**src/sv/acp_pkg.sv**
```systemverilog
// Package: constants, codes and shared types of the ASCII-to-unsigned parser.
package acp_pkg;

  localparam int unsigned POSITION_BITS_DEF = 16;
  localparam int unsigned MAX_BASE          = 36;

  localparam logic [5:0] RADIX_RESET = 6'd10;
  localparam logic [5:0] BASE_DEC    = 6'd10;
  localparam logic [5:0] BASE_OCT    = 6'd8;
  localparam logic [5:0] BASE_HEX    = 6'd16;
  localparam logic [5:0] BASE_AUTO   = 6'd0;
  localparam logic [5:0] BASE_BAD    = 6'd1;

  localparam logic [7:0] CH_NUL   = 8'h00;
  localparam logic [7:0] CH_SPACE = 8'h20;
  localparam logic [7:0] CH_ZERO  = 8'h30;
  localparam logic [7:0] CH_NINE  = 8'h39;
  localparam logic [7:0] CH_UA    = 8'h41;
  localparam logic [7:0] CH_UZ    = 8'h5A;
  localparam logic [7:0] CH_LA    = 8'h61;
  localparam logic [7:0] CH_LZ    = 8'h7A;
  localparam logic [7:0] CH_UX    = 8'h58;
  localparam logic [7:0] CH_LX    = 8'h78;
  localparam logic [7:0] CH_TAB   = 8'h09;
  localparam logic [7:0] CH_CR    = 8'h0D;

  // Result status codes
  localparam logic [1:0] ST_OK      = 2'd0;
  localparam logic [1:0] ST_BADBASE = 2'd1;
  localparam logic [1:0] ST_WRAP    = 2'd2;
  localparam logic [1:0] ST_UNUSED  = 2'd3;

  // One multiply-accumulate step
  typedef struct packed {
    logic        is_digit;  // character is a digit below the base
    logic [63:0] sum;       // acc * base + digit, modulo 2^64
    logic        wrap;      // step overflowed 64 bits
  } mac_t;

endpackage

```
**src/sv/ascii_to_unsigned_parser.sv**
```systemverilog
// Top level: streaming strtoul-style ASCII to unsigned converter.
//
//  channel | direction | handshake            | payload
//  --------+-----------+----------------------+-----------------------------
//  in      | input     | in_valid / in_stall  | char_code, start_req
//  out     | output    | out_valid / out_stall| value, end_offset, status
//  cfg     | input     | cfg_wr_en            | cfg_wr_data (radix)
//
// One character per cycle while in_stall is low: each transfer is decoded and folded into the
// accumulator (one 64x6 multiply plus add) in the cycle it is accepted.
// A finished number is loaded into the result register at the edge that
// accepts its stopping character; out_valid is high from the next cycle.
// in_stall rises only while a result is held and out_stall is high.
// rst (synchronous) returns to idle, radix to 10, and drops any result.
module ascii_to_unsigned_parser #(
  parameter int unsigned POSITION_BITS = acp_pkg::POSITION_BITS_DEF
) (
  input  logic        clk,
  input  logic        rst,
  // configuration
  input  logic        cfg_wr_en,
  input  logic [5:0]  cfg_wr_data,
  // character input
  input  logic        in_valid,
  output logic        in_stall,
  input  logic [7:0]  char_code,
  input  logic        start_req,
  // result output
  output logic        out_valid,
  input  logic        out_stall,
  output logic [63:0] value,
  output logic [15:0] end_offset,
  output logic [1:0]  status
);

  typedef enum logic [1:0] {
    PH_IDLE,
    PH_SPACE,
    PH_ZERO,
    PH_DIGITS
  } phase_t;

  localparam logic [POSITION_BITS-1:0] POS_MAX = '1;
  localparam logic [POSITION_BITS-1:0] POS_ONE = POSITION_BITS'(1);

  // state
  logic [5:0]               radix;
  phase_t                   phase, phase_next;
  logic [63:0]              acc, acc_next;
  logic [5:0]               active_base, base_next;
  logic [POSITION_BITS-1:0] position, pos_next;
  logic                     wrapped, wrapped_next;

  // view of state after a start character resets it
  phase_t                   ph_c;
  logic [63:0]              acc_c;
  logic [5:0]               base_c, base_d;
  logic [POSITION_BITS-1:0] pos_c, pos_adv;
  logic                     wr_c;

  logic                     accept, emit;
  logic [63:0]              res_value;
  logic [15:0]              res_offset;
  logic [1:0]               res_status;
  logic [31:0]              pos_wide;
  logic                     is_space, bad_radix;
  acp_pkg::mac_t            mac;

  assign in_stall = out_valid && out_stall;
  assign accept   = in_valid && !in_stall;

  assign bad_radix = (radix == acp_pkg::BASE_BAD) || (32'(radix) > acp_pkg::MAX_BASE);
  assign is_space  = (char_code == acp_pkg::CH_SPACE) ||
                     (char_code inside {[acp_pkg::CH_TAB:acp_pkg::CH_CR]});

  always_comb begin
    ph_c   = start_req ? PH_SPACE : phase;
    acc_c  = start_req ? 64'd0 : acc;
    pos_c  = start_req ? '0 : position;
    wr_c   = start_req ? 1'b0 : wrapped;
    base_c = start_req ? radix : active_base;
    // base used by a digit step this cycle
    base_d = base_c;
    if (ph_c == PH_SPACE && base_c == acp_pkg::BASE_AUTO) base_d = acp_pkg::BASE_DEC;
    if (ph_c == PH_ZERO) base_d = acp_pkg::BASE_OCT;
  end

  // saturating position advance
  assign pos_adv = (pos_c == POS_MAX) ? pos_c : pos_c + POS_ONE;

  acp_mac u_mac (
    .acc       (acc_c),
    .base      (base_d),
    .char_code (char_code),
    .res       (mac)
  );

  assign pos_wide = 32'(pos_c);

  always_comb begin
    phase_next   = ph_c;
    acc_next     = acc_c;
    base_next    = base_c;
    pos_next     = pos_c;
    wrapped_next = wr_c;
    emit         = 1'b0;
    res_value    = acc_c;
    res_offset   = (pos_wide > 32'h0000_FFFF) ? 16'hFFFF : pos_wide[15:0];
    res_status   = wr_c ? acp_pkg::ST_WRAP : acp_pkg::ST_OK;

    if (start_req && bad_radix) begin
      // invalid base: report at once, ignore the rest of the string
      emit       = 1'b1;
      phase_next = PH_IDLE;
      res_value  = 64'd0;
      res_offset = 16'd0;
      res_status = acp_pkg::ST_BADBASE;
    end else begin
      case (ph_c)
        PH_IDLE: begin
        end
        PH_SPACE, PH_ZERO, PH_DIGITS: begin
          if (ph_c == PH_SPACE && is_space) begin
            pos_next = pos_adv;
          end else if (ph_c == PH_SPACE && base_c == acp_pkg::BASE_AUTO &&
                       char_code == acp_pkg::CH_ZERO) begin
            // leading zero: octal unless an x follows
            pos_next   = pos_adv;
            phase_next = PH_ZERO;
          end else if (ph_c == PH_ZERO &&
                       (char_code == acp_pkg::CH_LX || char_code == acp_pkg::CH_UX)) begin
            base_next  = acp_pkg::BASE_HEX;
            pos_next   = pos_adv;
            phase_next = PH_DIGITS;
          end else if (char_code == acp_pkg::CH_NUL || !mac.is_digit) begin
            emit       = 1'b1;
            phase_next = PH_IDLE;
            base_next  = base_d;
          end else begin
            acc_next     = mac.sum;
            wrapped_next = wr_c | mac.wrap;
            pos_next     = pos_adv;
            base_next    = base_d;
            phase_next   = PH_DIGITS;
          end
        end
        default: begin
          phase_next = PH_IDLE;
        end
      endcase
    end
  end

  always_ff @(posedge clk) begin
    if (rst) begin
      radix       <= acp_pkg::RADIX_RESET;
      phase       <= PH_IDLE;
      acc         <= '0;
      active_base <= '0;
      position    <= '0;
      wrapped     <= 1'b0;
      out_valid   <= 1'b0;
    end else begin
      if (cfg_wr_en) radix <= cfg_wr_data;
      if (accept) begin
        phase       <= phase_next;
        acc         <= acc_next;
        active_base <= base_next;
        position    <= pos_next;
        wrapped     <= wrapped_next;
      end
      // result register: load on emit, clear on output transfer
      if (accept && emit) begin
        out_valid  <= 1'b1;
        value      <= res_value;
        end_offset <= res_offset;
        status     <= res_status;
      end else if (out_valid && !out_stall) begin
        out_valid <= 1'b0;
      end
    end
  end

endmodule

```
**src/sv/acp_mac.sv**
```systemverilog
// Digit decode and one multiply-accumulate step.
module acp_mac (
  input  logic [63:0]   acc,
  input  logic [5:0]    base,
  input  logic [7:0]    char_code,
  output acp_pkg::mac_t res
);

  logic        dvalid;
  logic [5:0]  digit;
  logic [69:0] prod;
  logic [64:0] sum;

  always_comb begin
    dvalid = 1'b1;
    digit  = '0;
    if (char_code inside {[acp_pkg::CH_ZERO:acp_pkg::CH_NINE]}) begin
      digit = 6'(char_code - acp_pkg::CH_ZERO);
    end else if (char_code inside {[acp_pkg::CH_UA:acp_pkg::CH_UZ]}) begin
      digit = 6'(char_code - acp_pkg::CH_UA) + 6'd10;
    end else if (char_code inside {[acp_pkg::CH_LA:acp_pkg::CH_LZ]}) begin
      digit = 6'(char_code - acp_pkg::CH_LA) + 6'd10;
    end else begin
      dvalid = 1'b0;
    end
  end

  // 64 x 6 product; high bits flag the wrap
  assign prod = 70'(acc) * 70'(base);
  assign sum  = {1'b0, prod[63:0]} + 65'(digit);

  assign res.is_digit = dvalid && (digit < base);
  assign res.sum      = sum[63:0];
  assign res.wrap     = (|prod[69:64]) | sum[64];

endmodule

```
**config.mk**
```make
export PLATFORM = sky130hd
export DESIGN_NAME = ascii_to_unsigned_parser
export DESIGN_NICKNAME = d
export VERILOG_FILES = /design/src/sv/acp_pkg.sv /design/src/sv/ascii_to_unsigned_parser.sv /design/src/sv/acp_mac.sv
export SDC_FILE = /design/constraint.sdc
export NUM_CORES = 1
export LEC_CHECK = 0
export BUFFER_PORTS_ARGS = -buffer_cell sky130_fd_sc_hd__buf_2
export CAP_MARGIN = 20
export CELL_PAD_IN_SITES_DETAIL_PLACEMENT = 1
export CELL_PAD_IN_SITES_GLOBAL_PLACEMENT = 2
export CORE_MARGIN = 2
export CORE_UTILIZATION = 35
export CTS_BUF_LIST = sky130_fd_sc_hd__clkbuf_4 sky130_fd_sc_hd__clkbuf_8
export DETAILED_ROUTE_END_ITERATION = 7
export GPL_TIMING_DRIVEN = 0
export PLACE_DENSITY_LB_ADDON = 0.1
export SETUP_SLACK_MARGIN = 0.15
export SLEW_MARGIN = 20
export SYNTH_ARGS = -nofsm -noshare
export SYNTH_HDL_FRONTEND = slang
export SYNTH_SLANG_ARGS = --single-unit
```
**constraint.sdc**
```tcl
create_clock -name clk -period 9.3 [get_ports clk]
set_input_delay 0.93 -clock clk [delete_from_list [all_inputs] [get_ports clk]]
set_output_delay 0.93 -clock clk [all_outputs]
set_load 0.02 [all_outputs]
```
==> parameters.txt <==
Parameter                              Value

Setup path
  CP Data Arrival Time ... 9.26 ns
  Worst Setup End Kind ... flop
  Slowest CP cell ... sky130_fd_sc_hd__buf_1
  Required time of the worst setup path ... 9.79 ns
  Startpoint Class ... input pin
  Worst path most repeated cell ... sky130_fd_sc_hd__fa_1
  CP Class ... in -> reg
  Max Fanout on Critical Path ... 10
  Slowest stage delay, CP ... 0.84 ns

Job
  Maximum capacitance violations ... 0

Clock network
  Clock root buffer ... sky130_fd_sc_hd__clkbuf_8
  CTS Buf Count ... 17
  Post-CTS setup buffer count ... 0
  TritonCTS Sinks ... 178
  Worst-Skew Late Latency ... 0.60 ns
  CTS tree ... yes
  Maximum clock path buffer count ... 2
  Clock Pin Slew Worst Setup and Hold Paths ... 0.12 ns
  Number of levels the H-tree was split into ... 4

Logic synthesis
  Part of the Yosys area used for sequential elements ... 0.200
  Share of Yosys cell area claimed by the top area cell type ... 0.228
  Cell type with the largest total area after synthesis ... sky130_fd_sc_hd__fa_1
  Post-Syn Area per Cell ... ~8.0 um2
  Ys flop type ... sky130_fd_sc_hd__dfxtp_1
  Register bit count reported by yosys ... 178
  Gate count of the mapped netlist ... between 2000 and 3000
  Summed instance area of the synthesized netlist ... 21900 um2
  Ys Warns ... 0
  Nets in the synthesized netlist ... 3114
  EDFF count, synth ... 82
  Unique cell type count in the Yosys netlist ... 96
  Proportion of register bits with asynchronous set or reset after synthesis ... 0
  Top area cells in the synthesized netlist ... sky130_fd_sc_hd__fa_1, sky130_fd_sc_hd__edfxtp_1, sky130_fd_sc_hd__dfxtp_1

Detailed routing
  Detailed-route wire length per cell ... 23.0 um
  Routed via count divided by cell count ... around 5.4
  First-pass iteration count of the detailed router ... 5
  Post-route DRC ... 0
  Total via count in the routed design ... 19900
  Drt initial violations ... 923
  Number of nets with antenna violations after detailed routing ... 0
  Post-detailed-routing wire length ... 85.6 mm

Final layout
  P&R area growth vs syn ... 10.6%
  Share of final-layout standard cells stronger than drive strength 1 ... 0.0974
  Total Nets Final ... 3243
  Most common library cell in the layout ignoring fill and taps ... sky130_fd_sc_hd__nor2_1
  Filler Cell Count ... between 7000 and 8000
  Commonest cells after routing, fill and taps aside ... sky130_fd_sc_hd__nor2_1, sky130_fd_sc_hd__inv_1, sky130_fd_sc_hd__nand2_1

STA
  Max-slew violation count ... 0
  Crit share post-route ... 0.943
  Maximum clock skew at final layout ... 0.0256 ns
  Final Hold Fails ... 0
  Final worst slack ... 0.526 ns
  Setup repair after global routing missed its margin ... no
  Transition time at the pin with the least slew margin ... 1.07 ns
  Max-slew headroom at the worst pin ... 0.284
  Maximum clock frequency ... around 0.11 GHz
  Final critical-path required period ... 8.77 ns
  Smallest hold slack ... 0.454 ns
  Setup-violating endpoint count in the final report ... 0

Die
  Die Footprint ... 64700 um2
  Boundary Pins ... 104
  Row cnt ... around 90
  Initial core utilization ... 0.355
  Chip height ... 254 um
  Area inside the core boundary ... 61800 um2
  Die width ... 254 um

Global route
  Total track usage ... 0.272
  Layer with the highest usage after global routing ... met2
  Initial antenna violation count ... 3
  Aggregate global routing overflow ... 0
  Largest net degree at the start of global routing ... 23
  Number of global-route vias before repair ... 21300
  Wire length of the first global-routing pass ... 132 mm
  Fraction of met1 tracks used by global routing ... 0.367
  M3 GR Usage ... 0.0313
  Met2 routing resource usage after global routing ... 0.455

Power and ir drop
  Static leakage ... 11.2 nW
  Power Total ... roughly 1.8 mW
  IR drop worst, VDD ... between 0.1 and 0.15 mV
  Power density normalized to cell area ... 73.9 nW/um2

Place
  Dpl ws ... -1.46 ns
  Detail Placement HPWL ... 69.3 mm
  Port-buffer cells ... 101
  Routability cong. ... 0.916

Hold path
  Hold WC Path Type ... reg -> reg

Status
  Outcome ... completed
## per-layer routing
layer | wire (um) | part of all wire
met1 | 39300 | 0.46
met2 | 40400 | 0.47
met3 | 3350 | 0.039
met4 | 2520 | 0.029
met5 | 0 | 0
## report_power, final
part | total, mW | internal (mW) | switching (mW)
logic | 0.316 | 0.0722 | 0.244
clock network | 0.634 | 0.218 | 0.416
registers | 0.844 | 0.835 | 0.00908
total | 1.79 | 1.12 | 0.669
## cell type report
type	count	area, um2	share of cell area
multi-input cells	2045	15700	0.645
flip-flops and latches	178	4380	0.181
inverters	400	1510	0.0620
well taps	837	1050	0.0432
repair buffers	110	658	0.0271
plain buffers	121	561	0.0231
clock buffers	17	234	0.00964
clock inverters	15	215	0.00887
diodes	1	2.50	0.000103
## synth_stat cells, types with 15 or more instances
cell type,instances
sky130_fd_sc_hd__nand4_1,42
sky130_fd_sc_hd__fa_1,250
sky130_fd_sc_hd__a21o_1,36
sky130_fd_sc_hd__and2_1,19
sky130_fd_sc_hd__a21oi_1,139
sky130_fd_sc_hd__and3_1,21
sky130_fd_sc_hd__xor2_1,43
sky130_fd_sc_hd__nor2_1,490
sky130_fd_sc_hd__nor3_1,40
sky130_fd_sc_hd__buf_2,17
sky130_fd_sc_hd__nand2_1,285
sky130_fd_sc_hd__nand2b_1,21
sky130_fd_sc_hd__xnor2_1,69
sky130_fd_sc_hd__nor2b_1,32
sky130_fd_sc_hd__a31oi_1,15
sky130_fd_sc_hd__clkbuf_1,81
sky130_fd_sc_hd__a22oi_1,19
sky130_fd_sc_hd__ha_1,100
sky130_fd_sc_hd__nand3_1,45
sky130_fd_sc_hd__edfxtp_1,82
sky130_fd_sc_hd__o21ai_1,23
sky130_fd_sc_hd__dfxtp_1,96
sky130_fd_sc_hd__inv_1,396
sky130_fd_sc_hd__o21ai_0,103
## through the flow
stage | area [um2] | utilization | std cells | setup TNS (ns)
floorplan | 21900 | - | 2744 | 0
global placement | 23500 | 0.380 | 3682 | -156.99
detailed placement | 23700 | 0.383 | 3691 | -28.36
CTS | 24200 | 0.391 | 3723 | 0
global route | 24300 | 0.392 | 3724 | 0
finish | 24300 | 0.392 | 3724 | 0
## worst paths after layout
check | cells past startpoint | start | slack [ns] | end
worst max-delay path | 28 | start_req | 0.53 | acc[55]
worst min-delay path | 2 | acc[58] | 0.45 | acc[58]
worst max register to register | 28 | radix[1] | 0.63 | acc[55]
worst min register to register | 2 | acc[58] | 0.45 | acc[58]
## kinds of logic (layout without fill, tap and decap cells)
family | count (synthesis) | after routing | share of synthesized area
other | 0 | 1 | 0
AO/OA/AOI/OAI | 470 | 470 | 0.137
adder cells (fa/ha/maj) | 350 | 350 | 0.285
AND/OR/NAND/NOR | 1093 | 1093 | 0.231
XOR/XNOR | 112 | 112 | 0.0447
multiplexers | 20 | 20 | 0.00958
buffers and inverters | 521 | 663 | 0.0920
flip-flops | 178 | 178 | 0.200
## worst max-delay path, delay by kind of cell
family | cells | cell delay (ns)
AO/OA/AOI/OAI | 3 | 0.62
AND/OR/NAND/NOR | 11 | 2.70
multiplexers | 1 | 0.37
adder cells (fa/ha/maj) | 4 | 1.80
buffers and inverters | 7 | 2.15
XOR/XNOR | 2 | 0.65
## sequential cells by signal, summed over array words and instances, names as in the netlist
name,count
acc,64
active_base,6
end_offset,16
out_valid,1
phase,2
position,16
radix,6
status,2
value,64
wrapped,1
## timing repair
action | 4_1_cts | 5_1_grt
hold buffers | 0 | 0
pin swaps | 0 | 1
setup endpoints to repair | 26 | 20
resized for setup | 18 | 40
No activity file was read; power rests on OpenSTA's default activity.
